$ cat config.mk
export PLATFORM = sky130hd
export DESIGN_NAME = button_event_detector_top
export DESIGN_NICKNAME = d
export VERILOG_FILES = /design/src/rtl/bed_pkg.sv /design/src/rtl/bed_cfg_regs.sv /design/src/rtl/bed_engine.sv /design/src/rtl/button_event_detector_top.sv
export VERILOG_INCLUDE_DIRS = /design/src /design/src/rtl
export SDC_FILE = /design/constraint.sdc
export NUM_CORES = 1
export LEC_CHECK = 0
export ABC_AREA = 1
export BUFFER_PORTS_ARGS = -buffer_cell sky130_fd_sc_hd__buf_2
export CORE_MARGIN = 1.5
export CORE_UTILIZATION = 50
export CTS_CLUSTER_SIZE = 25
export DETAILED_ROUTE_END_ITERATION = 10
export GPL_TIMING_DRIVEN = 0
export PLACE_DENSITY_LB_ADDON = 0.15
export SETUP_SLACK_MARGIN = 0.15
export SYNTH_ARGS = -nofsm -noshare
export SYNTH_HDL_FRONTEND = slang
export SYNTH_SLANG_ARGS = --single-unit
$ cat constraint.sdc
create_clock -name clk -period 3.31 [get_ports clk]
set_clock_uncertainty 0.05 [all_clocks]
set_input_delay 0.331 -clock clk [delete_from_list [all_inputs] [get_ports clk]]
set_output_delay 0.331 -clock clk [all_outputs]
set_load 0.01 [all_outputs]
$ cat src/rtl/button_event_detector_top_assert.svh
// ---------------------------------------------------------------------------
// Button event detector assertion macros
// Concurrent checks that vanish from synthesis builds.
// ---------------------------------------------------------------------------
`ifndef BUTTON_EVENT_DETECTOR_TOP_ASSERT_SVH
`define BUTTON_EVENT_DETECTOR_TOP_ASSERT_SVH

`ifndef SYNTHESIS
// Property must hold at every clock edge outside reset.
`define BED_ASSERT(lbl, clk_sig, rst_n_sig, prop) \
	lbl: assert property (@(posedge clk_sig) disable iff (!rst_n_sig) (prop)) \
		else $error("button event detector check failed");
// Condition must never be true outside reset.
`define BED_ASSERT_NEVER(lbl, clk_sig, rst_n_sig, cond) \
	`BED_ASSERT(lbl, clk_sig, rst_n_sig, !(cond))
`else
`define BED_ASSERT(lbl, clk_sig, rst_n_sig, prop)
`define BED_ASSERT_NEVER(lbl, clk_sig, rst_n_sig, cond)
`endif

`endif

$ cat src/rtl/bed_pkg.sv
// ---------------------------------------------------------------------------
// Button event detector package
// Shared types, register indexes and event codes.
// ---------------------------------------------------------------------------
`default_nettype none

package bed_pkg;

	localparam int CFG_INDEX_W = 3;
	localparam int CFG_DATA_W  = 8;
	localparam int FEATURE_W   = 6;

	localparam logic [CFG_INDEX_W-1:0] CFG_DEBOUNCE_TICKS    = 3'd0;
	localparam logic [CFG_INDEX_W-1:0] CFG_CLICK_TIMEOUT     = 3'd1;
	localparam logic [CFG_INDEX_W-1:0] CFG_REPEAT_DELAY      = 3'd2;
	localparam logic [CFG_INDEX_W-1:0] CFG_REPEAT_RATE       = 3'd3;
	localparam logic [CFG_INDEX_W-1:0] CFG_LONG_THRESHOLD    = 3'd4;
	localparam logic [CFG_INDEX_W-1:0] CFG_LONGER_THRESHOLD  = 3'd5;
	localparam logic [CFG_INDEX_W-1:0] CFG_LONGEST_THRESHOLD = 3'd6;
	localparam logic [CFG_INDEX_W-1:0] CFG_FEATURE_ENABLES   = 3'd7;

	localparam logic [CFG_DATA_W-1:0] RST_DEBOUNCE_TICKS    = 8'd5;
	localparam logic [CFG_DATA_W-1:0] RST_CLICK_TIMEOUT     = 8'd30;
	localparam logic [CFG_DATA_W-1:0] RST_REPEAT_DELAY      = 8'd50;
	localparam logic [CFG_DATA_W-1:0] RST_REPEAT_RATE       = 8'd10;
	localparam logic [CFG_DATA_W-1:0] RST_LONG_THRESHOLD    = 8'd100;
	localparam logic [CFG_DATA_W-1:0] RST_LONGER_THRESHOLD  = 8'd150;
	localparam logic [CFG_DATA_W-1:0] RST_LONGEST_THRESHOLD = 8'd200;
	localparam logic [FEATURE_W-1:0]  RST_FEATURE_ENABLES   = 6'h3F;

	// Bit positions in the feature enable mask.
	localparam int EN_DEBOUNCE = 0;
	localparam int EN_EDGES    = 1;
	localparam int EN_SINGLE   = 2;
	localparam int EN_LONG     = 3;
	localparam int EN_REPEAT   = 4;
	localparam int EN_MULTI    = 5;

	localparam logic [1:0] CLASS_NONE    = 2'd0;
	localparam logic [1:0] CLASS_LONG    = 2'd1;
	localparam logic [1:0] CLASS_LONGER  = 2'd2;
	localparam logic [1:0] CLASS_LONGEST = 2'd3;

	localparam logic [1:0] TALLY_MAX = 2'd3;

	typedef enum logic [1:0] {
		PH_REL    = 2'd0,
		PH_PRS    = 2'd1,
		PH_REL_DB = 2'd2,
		PH_PRS_DB = 2'd3
	} phase_t;

	typedef struct packed {
		logic [CFG_DATA_W-1:0] debounce_ticks;
		logic [CFG_DATA_W-1:0] click_timeout;
		logic [CFG_DATA_W-1:0] repeat_delay;
		logic [CFG_DATA_W-1:0] repeat_rate;
		logic [CFG_DATA_W-1:0] long_threshold;
		logic [CFG_DATA_W-1:0] longer_threshold;
		logic [CFG_DATA_W-1:0] longest_threshold;
		logic [FEATURE_W-1:0]  feature_enables;
	} cfg_t;

	typedef struct packed {
		logic       rising_edge;
		logic       falling_edge;
		logic       short_press;
		logic [1:0] hold_mark;
		logic [1:0] long_release;
		logic       repeat_press;
		logic [1:0] click_event;
		logic       stable_level;
	} event_t;

endpackage

`default_nettype wire

$ cat src/rtl/bed_cfg_regs.sv
// ---------------------------------------------------------------------------
// Button event detector configuration registers
// Register file written one beat at a time through the index/data port.
// ---------------------------------------------------------------------------
`default_nettype none

module bed_cfg_regs (
	input  logic                         clk,
	input  logic                         arst_n,
	input  logic                         wr_en,
	input  logic [bed_pkg::CFG_INDEX_W-1:0] wr_index,
	input  logic [bed_pkg::CFG_DATA_W-1:0]  wr_data,
	output bed_pkg::cfg_t                cfg
);
	import bed_pkg::*;

	cfg_t cfg_q;

	always_ff @(posedge clk or negedge arst_n) begin
		if (!arst_n) begin
			cfg_q.debounce_ticks    <= RST_DEBOUNCE_TICKS;
			cfg_q.click_timeout     <= RST_CLICK_TIMEOUT;
			cfg_q.repeat_delay      <= RST_REPEAT_DELAY;
			cfg_q.repeat_rate       <= RST_REPEAT_RATE;
			cfg_q.long_threshold    <= RST_LONG_THRESHOLD;
			cfg_q.longer_threshold  <= RST_LONGER_THRESHOLD;
			cfg_q.longest_threshold <= RST_LONGEST_THRESHOLD;
			cfg_q.feature_enables   <= RST_FEATURE_ENABLES;
		end else if (wr_en) begin
			unique case (wr_index)
				CFG_DEBOUNCE_TICKS:    cfg_q.debounce_ticks    <= wr_data;
				CFG_CLICK_TIMEOUT:     cfg_q.click_timeout     <= wr_data;
				CFG_REPEAT_DELAY:      cfg_q.repeat_delay      <= wr_data;
				CFG_REPEAT_RATE:       cfg_q.repeat_rate       <= wr_data;
				CFG_LONG_THRESHOLD:    cfg_q.long_threshold    <= wr_data;
				CFG_LONGER_THRESHOLD:  cfg_q.longer_threshold  <= wr_data;
				CFG_LONGEST_THRESHOLD: cfg_q.longest_threshold <= wr_data;
				CFG_FEATURE_ENABLES:   cfg_q.feature_enables   <= wr_data[FEATURE_W-1:0];
			endcase
		end
	end

	assign cfg = cfg_q;

endmodule

`default_nettype wire

$ cat src/rtl/bed_engine.sv
// ---------------------------------------------------------------------------
// Button event detector engine
// Debounce, hold, repeat and click state with the per-tick event logic.
// ---------------------------------------------------------------------------
`default_nettype none

module bed_engine #(
	parameter int TIMER_WIDTH = 8
) (
	input  logic            clk,
	input  logic            arst_n,
	input  logic            step,
	input  logic            raw,
	input  bed_pkg::cfg_t   cfg,
	output bed_pkg::event_t ev
);
	import bed_pkg::*;

	localparam int TW = TIMER_WIDTH;
	// Width at which hold counts are compared with the 8-bit thresholds.
	localparam int CW = (TW > CFG_DATA_W) ? TW : CFG_DATA_W;

	phase_t          phase_q, ph, phase_n;
	logic [TW-1:0]   debounce_q, dc;
	logic [TW-1:0]   hold_q, hold_n;
	logic [TW-1:0]   repeat_q, repeat_n, repeat_dec;
	logic [TW-1:0]   click_q, click_n;
	logic [1:0]      tally_q, tally_n;
	logic            db_busy;
	logic            press_target;
	logic            pressed, held, released;
	logic [FEATURE_W-1:0] en;
	event_t          ev_c;

	assign en = cfg.feature_enables;

	// Debounce step.
	always_comb begin
		ph           = phase_q;
		dc           = debounce_q;
		db_busy      = 1'b0;
		press_target = 1'b0;
		if (en[EN_DEBOUNCE]) begin
			if (ph == PH_REL && raw) begin
				ph = PH_PRS_DB;
				dc = TW'(cfg.debounce_ticks);
			end else if (ph == PH_PRS && !raw) begin
				ph = PH_REL_DB;
				dc = TW'(cfg.debounce_ticks);
			end
			if (ph == PH_PRS_DB || ph == PH_REL_DB) begin
				press_target = (ph == PH_PRS_DB);
				if (raw == press_target) begin
					if (dc != '0) begin
						dc      = dc - TW'(1);
						db_busy = 1'b1;
					end else begin
						ph = press_target ? PH_REL : PH_PRS;
					end
				end else begin
					ph      = press_target ? PH_REL : PH_PRS;
					db_busy = 1'b1;
				end
			end
		end
	end

	assign pressed    = !db_busy && ph == PH_REL && raw;
	assign held       = !db_busy && ph == PH_PRS && raw;
	assign released   = !db_busy && ph == PH_PRS && !raw;
	assign repeat_dec = repeat_q - TW'(1);

	// Edge, hold, repeat and click work for a tick that is not debouncing.
	always_comb begin
		ev_c     = '0;
		hold_n   = hold_q;
		repeat_n = repeat_q;
		click_n  = click_q;
		tally_n  = tally_q;
		phase_n  = ph;
		if (!db_busy) begin
			if (pressed) begin
				if (en[EN_MULTI]) click_n = TW'(cfg.click_timeout);
				if (en[EN_EDGES]) ev_c.rising_edge = 1'b1;
				if (en[EN_LONG]) hold_n = '0;
				if (en[EN_REPEAT]) begin
					ev_c.repeat_press = 1'b1;
					repeat_n          = TW'(cfg.repeat_delay);
				end
			end
			if (held) begin
				if (en[EN_MULTI]) click_n = TW'(cfg.click_timeout);
				if (en[EN_LONG] && hold_q != '1) hold_n = hold_q + TW'(1);
				if (en[EN_REPEAT]) begin
					if (repeat_dec == '0) begin
						ev_c.repeat_press = 1'b1;
						repeat_n          = TW'(cfg.repeat_rate);
					end else begin
						repeat_n = repeat_dec;
					end
				end
				if (en[EN_LONG]) begin
					// The lowest matching class wins when thresholds coincide.
					priority if (CW'(hold_n) == CW'(cfg.long_threshold))
						ev_c.hold_mark = CLASS_LONG;
					else if (CW'(hold_n) == CW'(cfg.longer_threshold))
						ev_c.hold_mark = CLASS_LONGER;
					else if (CW'(hold_n) == CW'(cfg.longest_threshold))
						ev_c.hold_mark = CLASS_LONGEST;
					else
						ev_c.hold_mark = CLASS_NONE;
				end
			end
			if (released) begin
				if (en[EN_MULTI]) begin
					click_n = TW'(cfg.click_timeout);
					if (tally_q != TALLY_MAX) tally_n = tally_q + 2'd1;
				end
				if (en[EN_EDGES]) ev_c.falling_edge = 1'b1;
				if (en[EN_LONG]) begin
					priority if (CW'(hold_q) < CW'(cfg.long_threshold))
						ev_c.short_press = 1'b1;
					else if (CW'(hold_q) < CW'(cfg.longer_threshold))
						ev_c.long_release = CLASS_LONG;
					else if (CW'(hold_q) < CW'(cfg.longest_threshold))
						ev_c.long_release = CLASS_LONGER;
					else
						ev_c.long_release = CLASS_LONGEST;
				end else if (en[EN_SINGLE]) begin
					ev_c.short_press = 1'b1;
				end
			end
			if (en[EN_MULTI]) begin
				if (click_n != '0) begin
					click_n = click_n - TW'(1);
				end else begin
					ev_c.click_event = tally_n;
					tally_n          = '0;
				end
			end
			phase_n = raw ? PH_PRS : PH_REL;
		end
		ev_c.stable_level = (phase_n == PH_PRS || phase_n == PH_REL_DB);
	end

	always_ff @(posedge clk or negedge arst_n) begin
		if (!arst_n) begin
			phase_q    <= PH_REL;
			debounce_q <= '0;
			hold_q     <= '0;
			repeat_q   <= '0;
			click_q    <= '0;
			tally_q    <= '0;
		end else if (step) begin
			phase_q    <= phase_n;
			debounce_q <= dc;
			hold_q     <= hold_n;
			repeat_q   <= repeat_n;
			click_q    <= click_n;
			tally_q    <= tally_n;
		end
	end

	assign ev = ev_c;

endmodule

`default_nettype wire

$ cat src/rtl/button_event_detector_top.sv
// ---------------------------------------------------------------------------
// Button event detector top level
// Each sample passes through the input register and then the result register.
// Throughput: one sample per clock unless event_stall holds the result beat.
// The input register frees itself whenever the result register can take a beat.
// Reset clears pipeline valids and engine state and loads register defaults.
// ---------------------------------------------------------------------------
`default_nettype none
`include "button_event_detector_top_assert.svh"

module button_event_detector_top #(
	parameter int TIMER_WIDTH = 8
) (
	input  logic                            clk,
	input  logic                            arst_n,
	input  logic                            cfg_valid,
	output logic                            cfg_ready,
	input  logic [bed_pkg::CFG_INDEX_W-1:0] cfg_index,
	input  logic [bed_pkg::CFG_DATA_W-1:0]  cfg_data,
	input  logic                            raw_valid,
	output logic                            raw_stall,
	input  logic                            raw_level,
	output logic                            event_valid,
	input  logic                            event_stall,
	output logic                            rising_edge,
	output logic                            falling_edge,
	output logic                            short_press,
	output logic [1:0]                      hold_mark,
	output logic [1:0]                      long_release,
	output logic                            repeat_press,
	output logic [1:0]                      click_event,
	output logic                            stable_level
);
	import bed_pkg::*;

	cfg_t   cfg;
	event_t ev_c;
	event_t ev_s2;
	logic   valid_s1, raw_s1, valid_s2;
	logic   load_s1, move_s1;

	assign cfg_ready = 1'b1;

	bed_cfg_regs u_cfg (
		.clk      (clk),
		.arst_n   (arst_n),
		.wr_en    (cfg_valid && cfg_ready),
		.wr_index (cfg_index),
		.wr_data  (cfg_data),
		.cfg      (cfg)
	);

	// The input stage hands its beat on whenever the result register is free.
	assign move_s1   = valid_s1 && (!valid_s2 || !event_stall);
	assign raw_stall = valid_s1 && !move_s1;
	assign load_s1   = raw_valid && !raw_stall;

	always_ff @(posedge clk or negedge arst_n) begin
		if (!arst_n) begin
			valid_s1 <= 1'b0;
		end else if (load_s1) begin
			valid_s1 <= 1'b1;
		end else if (move_s1) begin
			valid_s1 <= 1'b0;
		end
	end

	always_ff @(posedge clk) begin
		if (load_s1) raw_s1 <= raw_level;
	end

	bed_engine #(
		.TIMER_WIDTH (TIMER_WIDTH)
	) u_engine (
		.clk    (clk),
		.arst_n (arst_n),
		.step   (move_s1),
		.raw    (raw_s1),
		.cfg    (cfg),
		.ev     (ev_c)
	);

	always_ff @(posedge clk or negedge arst_n) begin
		if (!arst_n) begin
			valid_s2 <= 1'b0;
		end else if (move_s1) begin
			valid_s2 <= 1'b1;
		end else if (!event_stall) begin
			valid_s2 <= 1'b0;
		end
	end

	always_ff @(posedge clk) begin
		if (move_s1) ev_s2 <= ev_c;
	end

	assign event_valid  = valid_s2;
	assign rising_edge  = ev_s2.rising_edge;
	assign falling_edge = ev_s2.falling_edge;
	assign short_press  = ev_s2.short_press;
	assign hold_mark    = ev_s2.hold_mark;
	assign long_release = ev_s2.long_release;
	assign repeat_press = ev_s2.repeat_press;
	assign click_event  = ev_s2.click_event;
	assign stable_level = ev_s2.stable_level;

	`BED_ASSERT(a_stall_only_when_full, clk, arst_n, raw_stall |-> valid_s1)
	`BED_ASSERT(a_step_fills_result, clk, arst_n, move_s1 |=> event_valid)
	`BED_ASSERT_NEVER(a_edges_exclusive, clk, arst_n, event_valid && rising_edge && falling_edge)
	`BED_ASSERT_NEVER(a_release_class_exclusive, clk, arst_n,
		event_valid && short_press && (long_release != CLASS_NONE))

endmodule

`default_nettype wire

* Word level (Yosys, flattened, before mapping)
Cells that the tools add are included.
** Word-level totals
- Bits of input ports :: 17
- Output and inout bits :: 14
- Logic and storage cells :: 168
- Register bits :: 112
** Operators by class
- Mux-type cells :: 63
- Reduce and logical (&&, ||, !) cells :: 44
- Order comparisons :: 3
- Add/subtract/negate cells :: 5
- Eq/ne operators :: 20
- Bitwise logic cells :: 6
** Operators with widths (number)
- 2-to-1 mux 8 bit :: 26
- 2-to-1 mux 2 bit :: 15
- equality test 8 bit :: 3
- less-than comparator 8 bit :: 3
- subtractor 8 x 1 -> 8 bit (second input constant) :: 3
- 2-to-1 mux 1 bit :: 22
- AND reduction 2 bit :: 10
- nonzero test 8 bit :: 2
- equality test 3 bit (second input constant) :: 4
- logical AND 1 bit :: 11
- adder 8 x 1 -> 8 bit (second input constant) :: 1
- zero test 8 bit :: 1
- != test 8 bit (second input constant) :: 1
- OR reduction 4 bit :: 2
- equality test 2 x 1 -> 1 bit (second input constant) :: 3
- equality test 2 bit (second input constant) :: 3
- equality test 3 x 2 -> 1 bit (second input constant) :: 2
- zero test 1 bit :: 6
- inverter 1 bit :: 6
- OR reduction 3 bit :: 2
- OR reduction 5 bit :: 1
- zero test 2 bit :: 2
- OR reduction 2 bit :: 2
- equality test 3 x 1 -> 1 bit (second input constant) :: 1
- 7 further kinds :: 9

* Longest topological paths before layout
- Word-level depth :: 23
- Gate-level depth with buffers :: 26
- Mapped depth without buffers :: 24

* By module
A second synthesis with hierarchy kept.
** Unflattened totals
- Cell total of the unflattened synthesis :: 912
- Area, all modules :: 6929.1 um2
** Modules (own cells, without submodules)
- bed_engine :: times used 1, cells an instance 601, seq. area each 900.9 um2, area an instance 3870.0 um2
- bed_cfg_regs :: times used 1, cells an instance 285, seq. area each 1585.3 um2, area an instance 2592.5 um2
- button_event_detector_top :: times used 1, cells an instance 26, seq. area each 410.4 um2, area an instance 466.7 um2

* Least setup slack after synthesis
No wires, ideal clock.
- Path type :: flip-flop to flip-flop
- Start :: register raw_s1
- End :: register u_engine.click_q[5]
- Path buffers :: 2
- Stages on the path, launching flop included :: 26
- Data required time :: 3.130 ns
- Slack :: -0.047 ns
- Arrival :: 3.177 ns
- Cells stage by stage :: edfxtp_1 > buf_6 > clkinv_4 > nand3_2 > nand2_2 > mux2i_1 > ha_1 > inv_1 > nor2_1 > nand3_2 > nand2_2 > nor2_2 > inv_2 > nand2_2 > a21oi_4 > nand2_2 > buf_6 > o21ai_2 > ha_1 > nand2_1 > nor2_4 > nand3_2 > nand2_2 > inv_2 > nand2_1 > o21ai_1
** On the way
- Word-level cells in the longest chain between the ends :: 23
- Elaborated cells on any way between the ends :: 43
- Classes of those cells :: add/sub (1); eq/ne (4); mux (23); bitwise (1); reduce/logical (14)
** RTL lines
- start: declaration :: RTL line button_event_detector_top.sv:39 : logic valid_s1, raw_s1, valid_s2;
- start signal: assignment :: RTL line button_event_detector_top.sv:69 : if (load_s1) raw_s1 <= raw_level;
- zero test 1 bit :: RTL line bed_engine.sv:47, bed_engine.sv:70
- logical AND 1 bit :: RTL line bed_engine.sv:47 : end else if (ph == PH_PRS && !raw) begin
- 2-to-1 mux 2 bit :: RTL line bed_engine.sv:47
- 2-to-1 mux 2 bit :: RTL line bed_engine.sv:44 : if (ph == PH_REL && raw) begin
- 2-to-1 mux 2 bit :: RTL line bed_engine.sv:43 : if (en[EN_DEBOUNCE]) begin
- equality test 2 bit :: RTL line bed_engine.sv:51, bed_engine.sv:52
- 2-to-1 mux 1 bit :: RTL line bed_engine.sv:58, bed_engine.sv:61
- 2-to-1 mux 2 bit :: RTL line bed_engine.sv:54 : if (dc != '0) begin
- [7 not listed]
- 2-to-1 mux 8 bit :: RTL line bed_engine.sv:92 : if (en[EN_MULTI]) click_n = TW'(cfg.click_timeout);
- 2-to-1 mux 8 bit :: RTL line bed_engine.sv:91 : if (held) begin
- 2-to-1 mux 8 bit :: RTL line bed_engine.sv:115 : if (en[EN_MULTI]) begin
- 2-to-1 mux 8 bit :: RTL line bed_engine.sv:114 : if (released) begin
- 2-to-1 mux 8 bit :: RTL line bed_engine.sv:81 : if (!db_busy) begin
- subtractor 8 x 1 -> 8 bit or nonzero test 8 bit (tied branches) :: RTL line bed_engine.sv:135, bed_engine.sv:134
- 2-to-1 mux 8 bit :: RTL line bed_engine.sv:134 : if (click_n != '0) begin
- 2-to-1 mux 8 bit :: RTL line bed_engine.sv:133 : if (en[EN_MULTI]) begin
- end signal: assignment :: RTL line bed_engine.sv:159 : click_q <= click_n;
- end: declaration :: RTL line bed_engine.sv:27 : logic [TW-1:0] click_q, click_n;
Several ways; a longest one is shown, not always the timed one. The select of a mux whose other input is x is not followed.
A chain may end at the register's enable or synchronous reset.

* Worst setup path in the final report
Same ends and word-level chain as after synthesis.

==> results.py <==
metrics = {
    "grt": {
        "grt-ovfl-total": 0,
        "antenna_found_initial": 0,
        "grt_pass1_wl_mm": 29.8,
        "grt_pass1_vias": 5972,
        "groute.usage.overall_pct": 27.2,
        "grt_max_degree": 52,
    },
    "floorplan": {
        "io_pins": 31,
        "core_area_um2": 13100,
        "start_util_pct": 50.8,
        "die_area_um2": 14100,
        "die_x_um": 119,
        "row_count": 42,
        "die_y_um": 119,
    },
    "logic_synthesis": {
        "synth_edf_count": 12,
        "synth_flop_cell": "dfrtp_1",
        "synth_cells": 857,
        "synth_cell_types": 49,
        "synth_warnings": 0,
        "async_flop_share_pct": 89.3,
        "ys_ff_latch": 112,
        "synth_area_um2": 6680,
        "ys_seq_area_share_pct": 43.4,
        "syn_avg_cell_area_um2": 7.79,
        "syn_nets": 900,
    },
    "timing": {
        "finalMaxSlewViolations": 0,
        "rsz0062_at_grt": "true",
        "slew_headroom_pct": 50.0,
        "setup_ws_ns": -0.0384,
        "hold_viol_final": 0,
        "timing.final.crit_share_pct": 101,
        "fmax_ghz": 0.299,
        "worstMarginPinSlew_ns": 0.751,
        "finalCriticalPeriod_ns": 3.35,
        "setup_viol": 3,
    },
    "power_and_ir_drop": {
        "clkPwrFrac_pct": 18.2,
        "intPower_mw": 3.81,
        "p_seq_share_pct": 31.8,
        "swShare_pct": 42.0,
        "p_sw_mw": 2.76,
        "finalPower_mw": 6.57,
        "ir_drop_mv": 0.333,
        "p_comb_share_pct": 50.0,
        "p_leak_nw": 3.99,
        "power-per-cell-area_nw_per_um2": 801,
    },
    "clocking": {
        "cts_buffers": 9,
        "root_buffer": "clkbuf_16",
        "clk_pin_slew_ns": 0.08,
        "clk_latency_ns": 0.37,
        "htreeDepth": 3,
        "cts_sinks": 112,
        "clk_path_buf_depth": 2,
        "tritoncts": "done",
    },
    "worst_setup_path": {
        "cp_slowest_cell": "edfxtp_1",
        "critPathBufInv": 6,
        "crit_top_cell": "nand2_4",
        "arrival_ns": 3.55,
        "path_delay_family": "simple AND/OR/NAND/NOR gates",
        "path_max_fanout": 7,
        "cpPeakStageDelay_ns": 0.39,
        "reg2reg_setup_slack_ns": -0.04,
        "start_kind": "flop",
        "end_kind": "flop",
        "worstPathRequired_ns": 3.51,
        "path_class": "flop to flop",
    },
    "route": {
        "wl_mm": 19.0,
        "routedWlPerCell_um": 16.7,
        "firstDrtPassIters": 6,
        "ant_nets": 0,
        "avgViaCountPerCell": 5.52,
        "drc": 0,
        "drtIter0Drc": 706,
        "via_count": 6285,
    },
    "final_layout": {
        "syn2layout_area_growth_pct": 22.9,
        "num_antenna_cells": 0,
        "fillCellCount": 1115,
        "final_cells": 1138,
        "drive_gt1_share_pct": 22.8,
        "nets": 1000,
    },
    "place": {
        "portBuffers": 29,
        "gp_congestion": 0.949,
        "hpwlAfterDp_mm": 12.5,
        "placed_cells": 1063,
    },
    "min_path": {
        "hp-class": "input port to flop",
    },
    "flow_run": {
        "maxCapViolations": 0,
    },
    "run_status": {
        "status": "complete, but fails checks",
        "failed_checks": "setup timing",
    },
}
-- power by group through the flow --
stage | Combinational [mW] | Clock, mW | Sequential [mW]
floorplan | 2.08 | 0 | 2.03
global route | 3.64 | 1.26 | 2.14
detailed placement | 2.64 | 0 | 2.09
CTS | 3.00 | 1.21 | 2.08
global placement | 2.56 | 0 | 2.08
finish | 3.29 | 1.20 | 2.09
-- metrics by stage --
step	setup WS (ns)	util [%]	TNS, ns	instance area [µm²]	hold WS, ns
floorplan	0.151	-	0	6750	-0.0146
global placement	-0.230	54.2	-2.75	7120	0.414
detailed placement	-0.281	54.4	-4.70	7150	0.359
CTS	0.0219	60.5	0	7950	0.0888
global route	-0.177	62.5	-1.96	8210	0.0925
finish	-0.0384	62.5	-0.0811	8210	0.0918
-- metal layers --
layer  vias up  share of wire [%]  wire (µm)  global-route usage (%)
met2       253                 48       9220                    45.2
met5         -                  0          0                       0
li1       2988                  -          -                       -
met3        54                6.4       1220                    5.16
met1      2990                 42       7970                    35.1
met4         0                3.2        611                    11.1
-- cell type report --
cell class	instances	area, µm²	share of cell area [%]
multi-input combinational	605	3480	42.4
timing repair buffer	89	698	8.51
buffer	19	114	1.39
inverter	121	475	5.79
tap	176	220	2.68
clock inverter	4	56.3	0.686
clock buffer	12	268	3.26
sequential	112	2900	35.3
-- cells in the mapped netlist (all sizes together) (8+ instances only) --
cell type | n | share of area, %
nand2 | 245 | 15
inv | 118 | 6.6
o21ai | 94 | 7.3
dfrtp | 73 | 27
nand3 | 67 | 5.6
nor2 | 63 | 4.3
a21oi | 28 | 2.3
dfstp | 27 | 11
ha | 26 | 4.9
o22ai | 16 | 1.5
xor2 | 13 | 1.7
clkbuf | 12 | 0.67
edfxtp | 12 | 5.4
nand3b | 8 | 0.90
-- logic make-up (layout without fill, tap and decap cells) --
logic type      Yosys count  in the layout  synth area share (%)
simple gates            398            398                  26.9
compound gates          159            159                  13.6
buf+inv                 140            245                  8.40
flops                   112            112                  43.4
fa+ha+maj                26             26                  4.87
xor+xnor                 19             19                  2.49
mux                       2              2                 0.300
other cells               1              1                0.0562
-- registers in the layout, indices dropped and copies added (netlist names), 2 cells and up --
| signal | flops |
|---|---|
| u_engine.click_q | 8 |
| u_engine.hold_q | 8 |
| u_engine.debounce_q | 8 |
| hold_mark | 2 |
| click_event | 2 |
| u_engine.phase_q | 2 |
| u_cfg.cfg | 62 |
| u_engine.repeat_q | 8 |
| u_engine.tally_q | 2 |
| long_release | 2 |
-- worst paths after layout --
kind	start	end	cells after the start
worst max register to register	raw_s1	u_engine.click_q[5]	25
worst min-delay path	raw_level	raw_s1	1
max in group asynchronous	arst_n	u_cfg.cfg[43]	3
min in group asynchronous	arst_n	u_engine.debounce_q[7]	2
worst max-delay path	raw_s1	u_engine.click_q[5]	25
worst min register to register	u_cfg.cfg[58]	u_cfg.cfg[58]	2
-- cells in the final DEF (no fill, tap or decap), types with 10 or more instances in the layout --
cell type	synthesis	layout
ha_1	26	24
o22ai_1	16	16
nor2_1	54	49
nand2_1	227	217
a21oi_1	27	25
clkbuf_16	0	10
nand3_1	59	54
edfxtp_1	12	12
dfstp_2	27	27
nand2_4	3	13
dfrtp_1	73	72
clkbuf_1	12	10
buf_6	3	15
buf_2	3	30
xor2_1	13	12
o21ai_0	86	85
inv_1	113	110
nand2_2	15	15
buf_4	1	46
-- worst register-to-register path: stages, from the launching register on --
cell	delay, ns
edfxtp_1	0.39
buf_6	0.16
clkinv_8	0.05
nand3_4	0.07
nand2_4	0.11
mux2i_4	0.29
ha_4	0.19
inv_4	0.05
nor2_4	0.10
nand3_4	0.09
nand2_4	0.08
nor2_4	0.05
inv_2	0.08
nand2_2	0.07
a21oi_4	0.16
nand2_2	0.12
buf_8	0.16
o21ai_4	0.16
ha_4	0.17
nand2_4	0.05
nor2_4	0.17
nand3_2	0.11
nand2_4	0.13
inv_2	0.05
nand2_1	0.07
o21ai_1	0.06
-- timing repair --
item	CTS	global route
endpoints found under the hold margin	33	0
hold buffers	1	0
pin swaps	22	29
cloned	1	0
buffers inserted	45	12
setup endpoints to repair	31	33
resized for setup	26	45
Power figures use the tool's default switching activity.
